$ cat config.mk
export PLATFORM = sky130hd
export DESIGN_NAME = telemetry_frame_deframer_core_flat
export DESIGN_NICKNAME = d
export VERILOG_FILES = /design/src/tfd_pkg.sv /design/src/tfd_if.sv /design/src/tfd_front.sv /design/src/tfd_fifo.sv /design/src/tfd_back.sv /design/src/telemetry_frame_deframer_core.sv /design/src/flat_wrapper.sv
export SDC_FILE = /design/constraint.sdc
export NUM_CORES = 1
export LEC_CHECK = 0
export BUFFER_PORTS_ARGS = -buffer_cell sky130_fd_sc_hd__buf_2
export CORE_MARGIN = 2
export CORE_UTILIZATION = 43
export CTS_CLUSTER_SIZE = 24
export DETAILED_ROUTE_END_ITERATION = 7
export PLACE_DENSITY = 0.7
export SYNTH_ARGS = -nofsm -noshare
export SYNTH_HDL_FRONTEND = slang
export SYNTH_SLANG_ARGS = --single-unit
$ cat constraint.sdc
create_clock -name clk -period 3.99 [get_ports clk]
set_clock_uncertainty 0.2 [all_clocks]
set_input_delay 0 -clock clk [delete_from_list [all_inputs] [get_ports clk]]
set_output_delay 0 -clock clk [all_outputs]
set_load 0.005 [all_outputs]
$ cat src/tfd_pkg.sv
package tfd_pkg;

  // input op codes
  localparam logic [1:0] OP_START = 2'd0;
  localparam logic [1:0] OP_BYTE  = 2'd1;
  localparam logic [1:0] OP_END   = 2'd2;

  // framing constants
  localparam logic [7:0] ESC_BYTE  = 8'h7D;
  localparam logic [7:0] ESC_MASK  = 8'h20;
  localparam logic [7:0] SUM_GOOD  = 8'hFF;
  localparam logic [7:0] DATA_TYPE = 8'h10;

  // bytes summed and bytes kept per frame
  localparam int CHECK_LEN = 8;
  localparam int STORE_LEN = 7;
  localparam int CNT_W     = $clog2(CHECK_LEN + 1);
  localparam int IDX_W     = $clog2(STORE_LEN);

  // command queue between front and back
  localparam int QUEUE_DEPTH = 2;
  localparam int QPTR_W      = $clog2(QUEUE_DEPTH);
  localparam int QCNT_W      = $clog2(QUEUE_DEPTH + 1);

  typedef enum logic [1:0] {
    CMD_CLEAR = 2'd0,
    CMD_DATA  = 2'd1,
    CMD_END   = 2'd2
  } cmd_kind_t;

  typedef struct packed {
    cmd_kind_t  kind;
    logic [7:0] data;
  } cmd_t;

  typedef struct packed {
    logic valid;
    cmd_t cmd;
  } q_push_t;

  typedef struct packed {
    logic valid;
    cmd_t cmd;
  } q_head_t;

  typedef struct packed {
    logic        frame_ok;
    logic        is_data_frame;
    logic [7:0]  frame_type;
    logic [15:0] app_id;
    logic [31:0] payload;
  } res_t;

endpackage

$ cat src/tfd_if.sv
interface tfd_in_if;
  logic       valid;
  logic       ready;
  logic [1:0] op;
  logic [7:0] rx_byte;

  modport source (output valid, output op, output rx_byte, input ready);
  modport sink (input valid, input op, input rx_byte, output ready);
endinterface

interface tfd_out_if;
  logic        valid;
  logic        ready;
  logic        frame_ok;
  logic        is_data_frame;
  logic [7:0]  frame_type;
  logic [15:0] app_id;
  logic [31:0] payload;

  modport source (output valid, output frame_ok, output is_data_frame, output frame_type,
                  output app_id, output payload, input ready);
  modport sink (input valid, input frame_ok, input is_data_frame, input frame_type,
                input app_id, input payload, output ready);
endinterface

$ cat src/tfd_front.sv
module tfd_front #(
  parameter int RAW_CAPACITY = 16
) (
  input  logic              clk,
  input  logic              rst_n,
  tfd_in_if.sink            in_ch,
  input  logic              q_full,
  output tfd_pkg::q_push_t  q_push
);

  localparam int RC_W = $clog2(RAW_CAPACITY + 1);

  logic [RC_W-1:0] raw_count_r, raw_count_nxt;
  logic            esc_r, esc_nxt;
  logic            accept;
  logic            room;

  assign in_ch.ready = !q_full;
  assign accept      = in_ch.valid && in_ch.ready;
  assign room        = raw_count_r < RC_W'(RAW_CAPACITY);

  // classify the transaction and unstuff raw bytes
  always_comb begin
    raw_count_nxt     = raw_count_r;
    esc_nxt           = esc_r;
    q_push.valid      = 1'b0;
    q_push.cmd.kind   = tfd_pkg::CMD_DATA;
    q_push.cmd.data   = in_ch.rx_byte;
    if (accept) begin
      case (in_ch.op)
        tfd_pkg::OP_START: begin
          raw_count_nxt   = '0;
          esc_nxt         = 1'b0;
          q_push.valid    = 1'b1;
          q_push.cmd.kind = tfd_pkg::CMD_CLEAR;
        end
        tfd_pkg::OP_BYTE: begin
          if (room) begin
            raw_count_nxt = raw_count_r + RC_W'(1);
            if (esc_r) begin
              esc_nxt         = 1'b0;
              q_push.valid    = 1'b1;
              q_push.cmd.data = in_ch.rx_byte ^ tfd_pkg::ESC_MASK;
            end else if (in_ch.rx_byte == tfd_pkg::ESC_BYTE) begin
              esc_nxt = 1'b1;
            end else begin
              q_push.valid = 1'b1;
            end
          end
        end
        tfd_pkg::OP_END: begin
          raw_count_nxt   = '0;
          esc_nxt         = 1'b0;
          q_push.valid    = 1'b1;
          q_push.cmd.kind = tfd_pkg::CMD_END;
        end
        default: begin
        end
      endcase
    end
  end

  always_ff @(posedge clk) begin
    if (!rst_n) begin
      raw_count_r <= '0;
      esc_r       <= 1'b0;
    end else begin
      raw_count_r <= raw_count_nxt;
      esc_r       <= esc_nxt;
    end
  end

endmodule

$ cat src/tfd_fifo.sv
module tfd_fifo (
  input  logic              clk,
  input  logic              rst_n,
  input  tfd_pkg::q_push_t  push,
  output logic              full,
  output tfd_pkg::q_head_t  head,
  input  logic              pop
);

  tfd_pkg::cmd_t                  mem_r [tfd_pkg::QUEUE_DEPTH];
  logic [tfd_pkg::QPTR_W-1:0]     wr_ptr_r, wr_ptr_nxt;
  logic [tfd_pkg::QPTR_W-1:0]     rd_ptr_r, rd_ptr_nxt;
  logic [tfd_pkg::QCNT_W-1:0]     cnt_r, cnt_nxt;
  logic                           push_en;
  logic                           pop_en;

  assign full       = cnt_r == tfd_pkg::QCNT_W'(tfd_pkg::QUEUE_DEPTH);
  assign head.valid = cnt_r != '0;
  assign head.cmd   = mem_r[rd_ptr_r];
  assign push_en    = push.valid && !full;
  assign pop_en     = pop && head.valid;

  // pointer and occupancy update
  always_comb begin
    wr_ptr_nxt = wr_ptr_r;
    rd_ptr_nxt = rd_ptr_r;
    cnt_nxt    = cnt_r;
    if (push_en) begin
      wr_ptr_nxt = (wr_ptr_r == tfd_pkg::QPTR_W'(tfd_pkg::QUEUE_DEPTH - 1)) ? '0
                 : wr_ptr_r + tfd_pkg::QPTR_W'(1);
    end
    if (pop_en) begin
      rd_ptr_nxt = (rd_ptr_r == tfd_pkg::QPTR_W'(tfd_pkg::QUEUE_DEPTH - 1)) ? '0
                 : rd_ptr_r + tfd_pkg::QPTR_W'(1);
    end
    if (push_en && !pop_en) begin
      cnt_nxt = cnt_r + tfd_pkg::QCNT_W'(1);
    end else if (pop_en && !push_en) begin
      cnt_nxt = cnt_r - tfd_pkg::QCNT_W'(1);
    end
  end

  always_ff @(posedge clk) begin
    if (!rst_n) begin
      wr_ptr_r <= '0;
      rd_ptr_r <= '0;
      cnt_r    <= '0;
    end else begin
      wr_ptr_r <= wr_ptr_nxt;
      rd_ptr_r <= rd_ptr_nxt;
      cnt_r    <= cnt_nxt;
    end
  end

  // entry storage
  always_ff @(posedge clk) begin
    if (push_en) begin
      mem_r[wr_ptr_r] <= push.cmd;
    end
  end

  // checks
  a_no_push_when_full: assert property (@(posedge clk) disable iff (!rst_n)
    full |-> !push.valid)
    else $error("command dropped: queue full");

  a_cnt_bound: assert property (@(posedge clk) disable iff (!rst_n)
    cnt_r <= tfd_pkg::QCNT_W'(tfd_pkg::QUEUE_DEPTH))
    else $error("queue occupancy out of range");

  a_ptr_match: assert property (@(posedge clk) disable iff (!rst_n)
    (cnt_r == '0) |-> (wr_ptr_r == rd_ptr_r))
    else $error("empty queue with unequal pointers");

endmodule

$ cat src/tfd_back.sv
module tfd_back (
  input  logic              clk,
  input  logic              rst_n,
  input  tfd_pkg::q_head_t  head,
  output logic              pop,
  tfd_out_if.source         out_ch
);

  logic [tfd_pkg::CNT_W-1:0] cnt_r, cnt_nxt;
  logic [7:0]                sum_r, sum_nxt;
  logic [7:0]                store_r [tfd_pkg::STORE_LEN];
  logic                      out_valid_r, out_valid_nxt;
  tfd_pkg::res_t             res_r, res_nxt;
  logic                      out_free;
  logic [8:0]                sum9;
  logic                      frame_ok;
  logic                      store_we;

  assign out_free = !out_valid_r || out_ch.ready;
  assign pop      = head.valid && (head.cmd.kind != tfd_pkg::CMD_END || out_free);
  assign sum9     = {1'b0, sum_r} + {1'b0, head.cmd.data};
  assign frame_ok = (cnt_r == tfd_pkg::CNT_W'(tfd_pkg::CHECK_LEN)) &&
                    (sum_r == tfd_pkg::SUM_GOOD);
  assign store_we = pop && (head.cmd.kind == tfd_pkg::CMD_DATA) &&
                    (cnt_r < tfd_pkg::CNT_W'(tfd_pkg::STORE_LEN));

  // execute the queued command
  always_comb begin
    cnt_nxt       = cnt_r;
    sum_nxt       = sum_r;
    res_nxt       = res_r;
    out_valid_nxt = out_valid_r && !out_ch.ready;
    if (pop) begin
      case (head.cmd.kind)
        tfd_pkg::CMD_CLEAR: begin
          cnt_nxt = '0;
          sum_nxt = '0;
        end
        tfd_pkg::CMD_DATA: begin
          if (cnt_r < tfd_pkg::CNT_W'(tfd_pkg::CHECK_LEN)) begin
            // end-around carry
            sum_nxt = sum9[7:0] + {7'd0, sum9[8]};
            cnt_nxt = cnt_r + tfd_pkg::CNT_W'(1);
          end
        end
        tfd_pkg::CMD_END: begin
          res_nxt       = '0;
          out_valid_nxt = 1'b1;
          if (frame_ok) begin
            res_nxt.frame_ok      = 1'b1;
            res_nxt.is_data_frame = store_r[0] == tfd_pkg::DATA_TYPE;
            res_nxt.frame_type    = store_r[0];
            res_nxt.app_id        = {store_r[2], store_r[1]};
            res_nxt.payload       = {store_r[6], store_r[5], store_r[4], store_r[3]};
          end
          cnt_nxt = '0;
          sum_nxt = '0;
        end
        default: begin
        end
      endcase
    end
  end

  always_ff @(posedge clk) begin
    if (!rst_n) begin
      cnt_r       <= '0;
      sum_r       <= '0;
      out_valid_r <= 1'b0;
    end else begin
      cnt_r       <= cnt_nxt;
      sum_r       <= sum_nxt;
      out_valid_r <= out_valid_nxt;
    end
  end

  // frame bytes and result register
  always_ff @(posedge clk) begin
    res_r <= res_nxt;
    if (store_we) begin
      store_r[cnt_r[tfd_pkg::IDX_W-1:0]] <= head.cmd.data;
    end
  end

  assign out_ch.valid         = out_valid_r;
  assign out_ch.frame_ok      = res_r.frame_ok;
  assign out_ch.is_data_frame = res_r.is_data_frame;
  assign out_ch.frame_type    = res_r.frame_type;
  assign out_ch.app_id        = res_r.app_id;
  assign out_ch.payload       = res_r.payload;

  // checks
  a_cnt_sat: assert property (@(posedge clk) disable iff (!rst_n)
    cnt_r <= tfd_pkg::CNT_W'(tfd_pkg::CHECK_LEN))
    else $error("unstuffed count past check length");

  a_clear_after_end: assert property (@(posedge clk) disable iff (!rst_n)
    (pop && head.cmd.kind == tfd_pkg::CMD_END) |=> (cnt_r == '0 && sum_r == '0 && out_valid_r))
    else $error("frame state not cleared after end");

  a_bad_frame_zero: assert property (@(posedge clk) disable iff (!rst_n)
    (out_valid_r && !res_r.frame_ok) |->
      (res_r.payload == '0 && res_r.app_id == '0 && res_r.frame_type == '0 &&
       !res_r.is_data_frame))
    else $error("failed frame carries nonzero fields");

endmodule

$ cat src/telemetry_frame_deframer_core.sv
// a frame end transaction goes into the command queue, and out valid is set when it
//   is popped; the pop waits while an earlier result still holds the output register
// throughput: one input transaction per cycle, set by the two-entry command queue
//   between the byte classifier and the sum/store engine; stalls only when it fills
// reset: synchronous active-low rst_n clears counters, escape flag, sum, queue and
//   output valid; stored frame bytes are only read after being written in a frame
module telemetry_frame_deframer_core #(
  parameter int RAW_CAPACITY = 16
) (
  input  logic        clk,
  input  logic        rst_n,
  tfd_in_if.sink      in_ch,
  tfd_out_if.source   out_ch
);

  tfd_pkg::q_push_t q_push;
  tfd_pkg::q_head_t q_head;
  logic             q_full;
  logic             q_pop;

  tfd_front #(
    .RAW_CAPACITY(RAW_CAPACITY)
  ) u_front (
    .clk    (clk),
    .rst_n  (rst_n),
    .in_ch  (in_ch),
    .q_full (q_full),
    .q_push (q_push)
  );

  tfd_fifo u_fifo (
    .clk   (clk),
    .rst_n (rst_n),
    .push  (q_push),
    .full  (q_full),
    .head  (q_head),
    .pop   (q_pop)
  );

  tfd_back u_back (
    .clk    (clk),
    .rst_n  (rst_n),
    .head   (q_head),
    .pop    (q_pop),
    .out_ch (out_ch)
  );

endmodule

$ cat src/flat_wrapper.sv
// flat-port wrapper written by rule: the top's interface ports become plain ports
module telemetry_frame_deframer_core_flat 
#(
  parameter int RAW_CAPACITY = 16
)
  (clk, rst_n, in_ch_valid, in_ch_op, in_ch_rx_byte, in_ch_ready, out_ch_valid, out_ch_frame_ok, out_ch_is_data_frame, out_ch_frame_type, out_ch_app_id, out_ch_payload, out_ch_ready);
  tfd_in_if in_ch_i ();
  tfd_out_if out_ch_i ();
  input  logic clk;
  input  logic rst_n;
  input wire logic [$bits(in_ch_i.valid)-1:0] in_ch_valid;
  input wire logic [$bits(in_ch_i.op)-1:0] in_ch_op;
  input wire logic [$bits(in_ch_i.rx_byte)-1:0] in_ch_rx_byte;
  output wire logic [$bits(in_ch_i.ready)-1:0] in_ch_ready;
  output wire logic [$bits(out_ch_i.valid)-1:0] out_ch_valid;
  output wire logic [$bits(out_ch_i.frame_ok)-1:0] out_ch_frame_ok;
  output wire logic [$bits(out_ch_i.is_data_frame)-1:0] out_ch_is_data_frame;
  output wire logic [$bits(out_ch_i.frame_type)-1:0] out_ch_frame_type;
  output wire logic [$bits(out_ch_i.app_id)-1:0] out_ch_app_id;
  output wire logic [$bits(out_ch_i.payload)-1:0] out_ch_payload;
  input wire logic [$bits(out_ch_i.ready)-1:0] out_ch_ready;
  assign in_ch_i.valid = in_ch_valid;
  assign in_ch_i.op = in_ch_op;
  assign in_ch_i.rx_byte = in_ch_rx_byte;
  assign in_ch_ready = in_ch_i.ready;
  assign out_ch_valid = out_ch_i.valid;
  assign out_ch_frame_ok = out_ch_i.frame_ok;
  assign out_ch_is_data_frame = out_ch_i.is_data_frame;
  assign out_ch_frame_type = out_ch_i.frame_type;
  assign out_ch_app_id = out_ch_i.app_id;
  assign out_ch_payload = out_ch_i.payload;
  assign out_ch_i.ready = out_ch_ready;
  telemetry_frame_deframer_core #(.RAW_CAPACITY(RAW_CAPACITY)) u_core (.clk(clk), .rst_n(rst_n), .in_ch(in_ch_i), .out_ch(out_ch_i));
endmodule
# Word-level counts from Yosys, hierarchy flattened
# Memories as Yosys holds them, arrays and structs flattened. A register that Yosys moved wholly into a read port is not among the register bits.
# Cells that the tools add are included.
# totals
reg_bits	81
ram_bits	76
in_bits	14
output_inout_bits	60
memories	2
# memory_table
name	depth	width	read_ports	rd_clocked_by_memory_dff	wr	line	text
u_core.u_back.store_r	7	8	7	0	1	tfd_back.sv:11	logic [7:0] store_r [tfd_pkg::STORE_LEN];
u_core.u_fifo.mem_r	2	10	1	1	1	tfd_fifo.sv:10	tfd_pkg::cmd_t mem_r [tfd_pkg::QUEUE_DEPTH];
# classes
n_addsub	8
n_lt_le_gt_ge	3
n_eq_ne	12
mux	32
bitwise_logic	1
reduce_logical	28
# ops
operator	n
$mux W58	1
$mux W6	3
$mux W1	16
$pmux W8 S2	1
$mux W11	1
$logic_and A1 B1 Y1	10
$pmux W5 S2	1
$add A8 B8 Y9	1
$add A8 B1 Y8	1
$eq A8 B5 Y1 const B	1
$eq A8 B7 Y1 const B	1
$eq A8 B8 Y1 const B	1
$mux W8	1
$pmux W4 S2	1
$reduce_bool A2 Y1	4
$eq A2 B2 Y1 const B	3
$reduce_and A3 Y1	2
$add A5 B1 Y5 const B	1
$logic_not A1 Y1	5
$lt A5 B5 Y1 const B	1
$mux W5	1
$add A4 B1 Y4 const B	1
$eq A2 B1 Y1 const B	2
$eq A4 B4 Y1 const B	1
16 further kinds	23

# Longest topological paths before layout
# Gate-level depths: netlist (run 1).
# depth
ltp_word	11
mapped_depth	17

# By module
# Synthesis (run 1) repeated with hierarchy kept, for this count alone.
# unflattened
hier_cells	426
hier_area_um2	6296.0
# by_module_without_submodules
mod	n_inst	cells_each	area_per_inst_um2	seq_area_each_um2
tfd_back	1	316	4921.0	3683.5
tfd_fifo	1	57	948.4	700.7
tfd_front	1	53	426.7	120.1

# Worst setup path after synthesis (run 1)
# OpenSTA, ideal clock, no wires.
# synth_path
kind	register to register
start	register with a tool-made name
end	register u_core.u_back.res_r (netlist bit u_core.u_back.out_ch.app_id[0]), enable pin
setup_time_ps	474
t_arrival_ps	3360
t_required_ps	3316
path_slack_ps	-44
stages_incl_launch_ff	5
path_cell_list	dfxtp_1 -> buf_2 -> a32oi_2 -> o22ai_2 -> nor2_1
# synth_lines
element	line	text
end signal: assignment	tfd_back.sv:79	res_r <= res_nxt;
end: declaration	tfd_back.sv:13	tfd_pkg::res_t res_r, res_nxt;

==> results.cfg, run 1 <==
[status]
status = finished, final reports clean

[logic_synthesis]
synthArstFlopShare = 0
ys.flop_type = edfxtp_1
yosysSeqAreaShare = 0.712
syn_area_um2 = 6320
synth_top_area_share = 0.636
synth.area.top_cells = edfxtp_1 64%, dfxtp_1 7.6%, and2_1 6.2%
avgSynthCellArea_um2 = 15.3
synth_seq_cells = 158
yosysWarnings = 0
synth_edf_count = 134
yosysTopAreaCell = edfxtp_1
syn_nets = 441
synth_cells = 412
synth.distinct_cells = 64

[power_and_ir_drop]
finalPower_uw = 4790
p_leak_uw = 0.00291
ir_drop_uv = 250
powerDensity_nw_per_um2 = 620

[layout]
final_cells = 712
layout_common_cells = 134 x edfxtp_1, 73 x buf_2, 63 x and2_1, 23 x dfxtp_1, 17 x clkbuf_16
areaGrowthSynthToFinish_pct = 22.4
drive_above_1_share = 0.265
final_nets = 544
finish.utilization = 0.536
antennaDiodeCount = 0
final_common_cell = edfxtp_1

[timing]
finalHoldViolCount = 0
min_period_over_period = 0.928
min_period_ps = 3700
drv_slew = 0
setup_viol = 0
fmaxAchievable_ghz = 0.270
worst_slew_margin_rel = 0.359
tightest_slew_ps = 960
setup_tns_ps = 0
fin_ws_ps = 287
rsz0062_at_grt = no

[placed_design]
dp_hpwl_um = 7720
numPortBuffers = 73
gp_congestion = 0.830
place_inst = 664
dp_slack_ps = 208

[route]
drtIter0Drc = 213
wl_per_cell_um = 16.1
drt-total-wl_um = 11400
drc = 0
vias = 3552
via_per_inst = 4.99
postRouteAntennaNets = 0
drt_first_pass_iters = 5

[clock_tree]
postCtsSetupBuffers = 0
cts-root-buf = clkbuf_16
cts_sinks = 158
cts_tree = yes
numCtsBuffers = 17
clk_latency_ps = 430
cts_buffer_depth = 2
h-tree-depth = 4
cts.reportedPaths.clkPinSlew_ps = 60

[hold_path]
min_from = in_ch_rx_byte[1]
hp-class = primary input to flip-flop
hold_depth = 2
min_to = u_core.u_fifo.mem_r[0][1]

[floorplanning]
die_h_um = 125
row_count = 44
coreArea_um2 = 14400
die-area_um2 = 15700
fp.dieW_um = 125
io_pins = 74
initial_core_util = 0.438

[global_route]
overflow = 0
grt_pass1_vias = 3605
antenna_found_initial = 0
grt_start_max_net_pins = 58
grt_use_total = 0.156
grt_pass1_wl_um = 19000

[worst_setup_path]
end_kind = flip-flop
reg2regPathDepth = 16
worstPathRequired_ps = 4130
crit_type = flip-flop to flip-flop
r2r_slack_ps = 290
worstSetupStartpointType = flip-flop
rr_endpoint = u_core.u_back.sum_r[6]
worstPathArrival_ps = 3850
critPathMaxFanout = 5

[run]
maxCapViolCount = 0
==> critical path, cell delays in order, from the launching register on <==
cell and delay (ps):
dfxtp_2 380, mux2_2 380, ha_1 240, fa_1 490, nand3_2 140, nand2_1 90, a21o_1 180, a21o_1 160
a21o_1 170, a21o_1 170, ha_1 210, ha_1 190, nand2_1 80, nor3_1 60, nor3b_2 180, xor2_1 170
o21ai_1 140
==> layer usage <==
layer  wire, um  global-route usage
met5          0                   0
met1       5190               0.203
met4         68              0.0471
met2       5610               0.253
met3        574              0.0475
==> state kept, by name (all words and copies together), names as in the netlist, named ones only <==
name and flops:
u_core.u_back.cnt_r 4, u_core.u_back.out_ch.app_id 16, u_core.u_back.out_ch.frame_ok 1, u_core.u_back.out_ch.frame_type 8
u_core.u_back.out_ch.is_data_frame 1, u_core.u_back.out_ch.payload 32, u_core.u_back.out_ch.valid 1, u_core.u_back.store_r 56
u_core.u_back.sum_r 8, u_core.u_fifo.cnt_r 2, u_core.u_fifo.mem_r 20, u_core.u_fifo.rd_ptr_r 1
u_core.u_fifo.wr_ptr_r 1, u_core.u_front.esc_r 1, u_core.u_front.raw_count_r 5
==> report_power, final <==
group | switching, uW | internal (uW) | leakage, uW
logic | 587 | 404 | 0.00117
clock network | 649 | 1060 | 0.000308
registers | 81.6 | 2010 | 0.00144
==> cell usage after synthesis (3+ instances only) <==
cell and n:
a21o_1 5, ha_1 14, mux2_2 8, a21oi_1 6, and3_1 3, inv_1 6, nand2b_1 5, nor4_1 4
nand4_1 3, nand2_1 14, xnor2_1 6, dfxtp_1 24, o21a_1 3, clkbuf_1 8, nor2_1 15, o21ai_1 6
nor3_1 6, a22oi_1 6, xor2_1 7, nand3_1 5, nor2b_1 12, edfxtp_1 134, and2_1 63
==> repair_timing <==
| action | in CTS | in global routing |
|---|---|---|
| gates resized for setup | 0 | 5 |
| endpoints found under the setup margin | 0 | 1 |
| endpoints found under the hold margin | 44 | 0 |
| hold buffers | 16 | 0 |
==> worst max-delay path by stage <==
| stage | startpoint | endpoint | slack [ps] | cells after the start |
|---|---|---|---|---|
| after floorplan | flip-flop | u_core.u_back.sum_r[2] | 170 | 15 |
| after CTS | flip-flop | u_core.u_back.sum_r[6] | 190 | 16 |
| after global routing | flip-flop | u_core.u_back.sum_r[6] | 20 | 16 |
| final | flip-flop | u_core.u_back.sum_r[6] | 290 | 16 |
| after global placement | flip-flop | u_core.u_back.sum_r[6] | 290 | 16 |
| after detailed placement | flip-flop | u_core.u_back.sum_r[6] | 210 | 16 |
==> cell type report <==
| cell class | count | area, um2 |
|---|---|---|
| clock inverters | 14 | 205 |
| flip-flops and latches | 158 | 4510 |
| fillers | 1177 | 6690 |
| clock buffers | 18 | 429 |
| well taps | 184 | 230 |
| inverters | 7 | 26.3 |
| repair buffers | 98 | 609 |
| multi-input cells | 233 | 1730 |
==> stage by stage <==
stage                     hold slack (ps)  instance area, um2
final                                 113                7740
after global routing                  129                7740
after CTS                             110                7710
after detailed placement             16.7                6920
after global placement               9.15                6920
after floorplan                      -101                6320
==> kinds of logic (layout without fill, tap and decap cells) <==
logic type | count (synthesis) | after routing | synth area share
AND/OR/NAND/NOR | 144 | 144 | 0.134
multiplexers | 10 | 10 | 0.0174
flip-flops | 158 | 158 | 0.712
AO/OA/AOI/OAI | 50 | 50 | 0.0653
XOR/XNOR | 14 | 14 | 0.0216
adder cells (fa/ha/maj) | 15 | 15 | 0.0309
buffers and inverters | 21 | 137 | 0.0186
Note: power is estimated with default switching activity, not from simulation.
==> inputs of run 2 (changes only) <==
BUFFER_PORTS_ARGS = -buffer_cell sky130_fd_sc_hd__buf_4   (was -buffer_cell sky130_fd_sc_hd__buf_2)
CORE_ASPECT_RATIO = 1.25   (was not set)
==> run 2 against run 1 <==
Effect of this change:
- global-route usage down 0.60 points
- critical endpoint unchanged
- combinational power hardly changed
- sequential cell count unchanged
- worst setup slack lost 12 ps
- non-clock buffer count rose by 1
- highest routed layer unchanged
- cell area grew 1.0%
==> results.cfg, run 2 (synthesized netlist as in run 1, its figures left out) <==
[status]
status = finished, final reports clean

[global_route]
gr-usage-met3 = 0.0449
grt_pass1_wl_um = 18200
grtUsageMet1 = 0.190
use_met2 = 0.250
grt_pass1_vias = 3551
grt_use_total = 0.150
grt_start_max_net_pins = 58
overflow = 0
grt_busiest_layer = met2
antenna_found_initial = 0

[layout]
fillCellCount = 1151
finish.utilization = 0.543
areaGrowthSynthToFinish_pct = 23.6
multiInputGateArea_um2 = 1710
final_nets = 545
drive_above_1_share = 0.261
largest_register_ffs = 56
final_common_cell = edfxtp_1
layout_common_cells = 134 x edfxtp_1, 81 x buf_4, 63 x and2_1, 24 x dfxtp_1
antennaDiodeCount = 0
final-seq-area_um2 = 4500

[hold_path]
hold_depth = 2
hp-class = primary input to flip-flop

[timing]
worst_slew_margin_rel = 0.399
finalHoldViolCount = 0
min_period_over_period = 0.931
setup_tns_ps = 0
min_period_ps = 3720
setup_viol = 0
rsz0062_at_grt = no
tightest_slew_ps = 900
fmaxAchievable_ghz = 0.269
drv_slew = 0

[placed_design]
gp_congestion = 0.777
dp_hpwl_um = 7610
numPortBuffers = 73

[route]
drtIter0Drc = 221
drt-total-wl_um = 11200
vias = 3579
drc = 0
via_per_inst = 5.06
drt_first_pass_iters = 5
postRouteAntennaNets = 0
wl_per_cell_um = 15.8

[worst_setup_path]
worstSetupStartpointType = flip-flop
critPathMaxFanout = 8
end_kind = flip-flop
worstPathArrival_ps = 3870
worstPathRequired_ps = 4140
reg2regPathDepth = 16
crit_type = flip-flop to flip-flop

[clock_tree]
cts_sinks = 158
postCtsSetupBuffers = 0
cts-root-buf = clkbuf_16
cts.reportedPaths.clkPinSlew_ps = 70
clk_latency_ps = 420
h-tree-depth = 4
cts_tree = yes
numCtsBuffers = 17
cts_buffer_depth = 2

[power_and_ir_drop]
p_sw_uw = 1340
p_leak_uw = 0.00293
pwr-share-seq = 0.455
p_clk_frac = 0.325
swShare = 0.291
ir_drop_uv = 332
p_int_uw = 3260
comb_power_share = 0.221
powerDensity_nw_per_um2 = 588

[floorplanning]
initial_core_util = 0.439
io_pins = 74
die_h_um = 140
row_count = 49
die-area_um2 = 15700
coreArea_um2 = 14400
fp.dieW_um = 112

[run]
maxCapViolCount = 0
[run 2: area by class of cell]
cell class,instances,area share
Clock buffer,17,0.0544
Clock inverter,15,0.0160
Inverter,7,0.00336
Multi-Input combinational cell,233,0.219
Sequential cell,158,0.576
Tap cell,178,0.0285
Timing Repair Buffer,99,0.102
[run 2: per-layer routing]
layer	wire (um)	vias to the layer above
met2	5680	92
met3	539	9
met1	4870	1741
met4	96	0
li1	-	1737
met5	0	-
[run 2: final timing paths]
| kind | end | slack [ps] | startpoint |
|---|---|---|---|
| min reg2reg | u_core.u_back.sum_r[6] | 290 | u_core.u_back.sum_r[6] |
| max reg2reg | u_core.u_back.sum_r[6] | 270 | flip-flop |
| min | u_core.u_fifo.mem_r[1][2] | 120 | in_ch_rx_byte[2] |
| max | u_core.u_back.sum_r[6] | 270 | flip-flop |
[run 2: through the flow]
stage	setup slack (ps)	total power, uW	hold slack [ps]	area, um2	instances
CTS	273	4630	110	7820	707
global placement	353	3100	-1.93	7100	658
finish	275	4600	119	7820	707
floorplan	174	2820	-101	6320	412
global route	54.3	4820	120	7820	707
detailed placement	298	3120	-0.180	7100	658
[run 2: timing repair]
item / 4_1_cts / 5_1_grt
resized for setup: 0 / 0
hold buffers: 17 / 0
hold endpoints to repair: 44 / 0
[run 2: power by group through the flow]
stage               Sequential [uW]  Combinational (uW)  Clock (uW)
detailed placement             2120                 997           0
global route                   2110                1120        1590
finish                         2090                1010        1490
floorplan                      2120                 702           0
global placement               2120                 979           0
CTS                            2090                1020        1510
[run 2: critical path, cell delays in order (launching register included)]
cell and delay [ps]:
dfxtp_1 330, mux2_2 410, ha_1 250, fa_1 470, nand3_1 180, nand2_1 110, a21o_1 180, a21o_1 160
a21o_1 160, a21o_1 180, ha_1 210, ha_1 190, nand2_1 80, nor3_1 60, nor3b_1 160, xor2_1 170
o21ai_1 130
==> inputs of run 3 (changes only) <==
PLACE_DENSITY = 0.68   (was 0.7)
clock period = 4.3 ns   (was 3.99 ns; I/O delays follow)
==> run 3 against run 2 <==
Effect of this change:
- critical path depth unchanged
- global-route usage is 0.31 points higher
- sequential power fell by 7%
- cell area is 0.42% higher
- worst setup slack improved by 260 ps
- critical path type unchanged
- largest cell class unchanged
- largest power group unchanged
==> results.cfg, run 3 (synthesized netlist as in run 1, its figures left out) <==
[layout]
final-seq-area_um2 = 4500
largest_register_ffs = 56
fillCellCount = 1139
final_nets = 542
final_cells = 704
areaGrowthSynthToFinish_pct = 24.1
multiInputGateArea_um2 = 1710
drive_above_1_share = 0.259
final_common_cell = edfxtp_1
antennaDiodeCount = 0
layout_common_cells = 134 x edfxtp_1, 80 x buf_4, 63 x and2_1, 24 x dfxtp_1, 17 x clkbuf_16

[timing]
drv_slew = 0
rsz0062_at_grt = no
finalHoldWorstSlack_ps = 130
finalHoldViolCount = 0
min_period_over_period = 0.876
worst_slew_margin_rel = 0.253
setup_tns_ps = 0
fmaxAchievable_ghz = 0.266
tightest_slew_ps = 1110
setup_viol = 0
min_period_ps = 3770

[placed_design]
numPortBuffers = 73
place_inst = 656
dp_hpwl_um = 7830
gp_congestion = 0.758

[floorplanning]
die-area_um2 = 15700
fp.dieW_um = 112
initial_core_util = 0.439
io_pins = 74
row_count = 49
die_h_um = 140
coreArea_um2 = 14400

[clock_tree]
cts_sinks = 158
numCtsBuffers = 17
cts_tree = yes
clk_latency_ps = 410
cts.reportedPaths.clkPinSlew_ps = 60
cts-root-buf = clkbuf_16
cts_buffer_depth = 2
h-tree-depth = 4

[worst_setup_path]
critPathMaxStageDelay_ps = 470
timing.critical_path.buf_inv = 0
crit_path_top_delay_cell = fa_1
cp_cell_sequence = mux2_2, ha_1, fa_1, nand3_1, nand2_1, a21o_1, a21o_1, a21o_1, a21o_1, ha_1, ha_1, nand2_1, nor3_1, nor3b_1, xor2_1, o21ai_1
worstPathArrival_ps = 3910
crit_top_cell = a21o_1
crit_type = flip-flop to flip-flop
critPathTopFamily = adder cells
end_kind = flip-flop
worstPathRequired_ps = 4440
worstSetupStartpointType = flip-flop
critPathMaxFanout = 8

[route]
wl_per_cell_um = 16.2
vias = 3580
drt-total-wl_um = 11400
via_per_inst = 5.09
drc = 0
drtIter0Drc = 159
drt_first_pass_iters = 4
postRouteAntennaNets = 0

[power_and_ir_drop]
p_leak_uw = 0.00295
p_clk_frac = 0.350
pwr-share-seq = 0.439
p_sw_uw = 1230
p_int_uw = 3190
swShare = 0.278
comb_power_share = 0.211
powerDensity_nw_per_um2 = 563
ir_drop_uv = 295
finalPower_uw = 4420

[global_route]
grt_use_total = 0.153
overflow = 0
grt_start_max_net_pins = 58
grt_pass1_vias = 3599
antenna_found_initial = 0
grt_pass1_wl_um = 18400

[hold_path]
hp-class = primary input to flip-flop
min_from = in_ch_rx_byte[6]

[status]
status = finished, final reports clean

[run]
maxCapViolCount = 0
## run 3: layer usage
layer	up-vias	GRT usage	share of wire
li1	1725	-	-
met1	1754	0.178	0.40
met2	94	0.274	0.55
met3	7	0.0348	0.041
met4	0	0.0558	0.0067
met5	-	0	0
## run 3: through the flow
step | util | area [um2] | setup WS (ps)
final | 0.545 | 7850 | 534
after global routing | 0.545 | 7850 | 312
after CTS | 0.545 | 7850 | 544
after detailed placement | 0.491 | 7070 | 567
after global placement | 0.491 | 7070 | 680
after floorplan | - | 6320 | 266
## run 3: area by class of cell
class,instances,share of cell area
clock buffers,17,0.0542
clock inverters,15,0.0249
inverters,7,0.00335
multi-input cells,233,0.218
flip-flops and latches,158,0.574
well taps,178,0.0284
repair buffers,96,0.0969
## run 3: path summary, 6_finish.rpt
check,slack (ps),cells past startpoint,to
max,530,16,u_core.u_back.sum_r[6]
min reg2reg,300,2,u_core.u_back.sum_r[6]
max reg2reg,530,16,u_core.u_back.sum_r[6]
min,130,2,u_core.u_fifo.mem_r[1][6]
## run 3: power groups by stage
stage / registers [uW] / clock network [uW] / logic, uW
floorplan: 1970 / 0 / 650
CTS: 1940 / 1580 / 940
finish: 1940 / 1550 / 931
global route: 1950 / 1650 / 1020
detailed placement: 1970 / 0 / 919
global placement: 1970 / 0 / 890
## run 3: what timing repair did
| item | 4_1_cts | 5_1_grt |
|---|---|---|
| hold buffers | 16 | 0 |
| setup buffers | 0 | 0 |
| resized for setup | 0 | 0 |
| hold endpoints to repair | 44 | 0 |
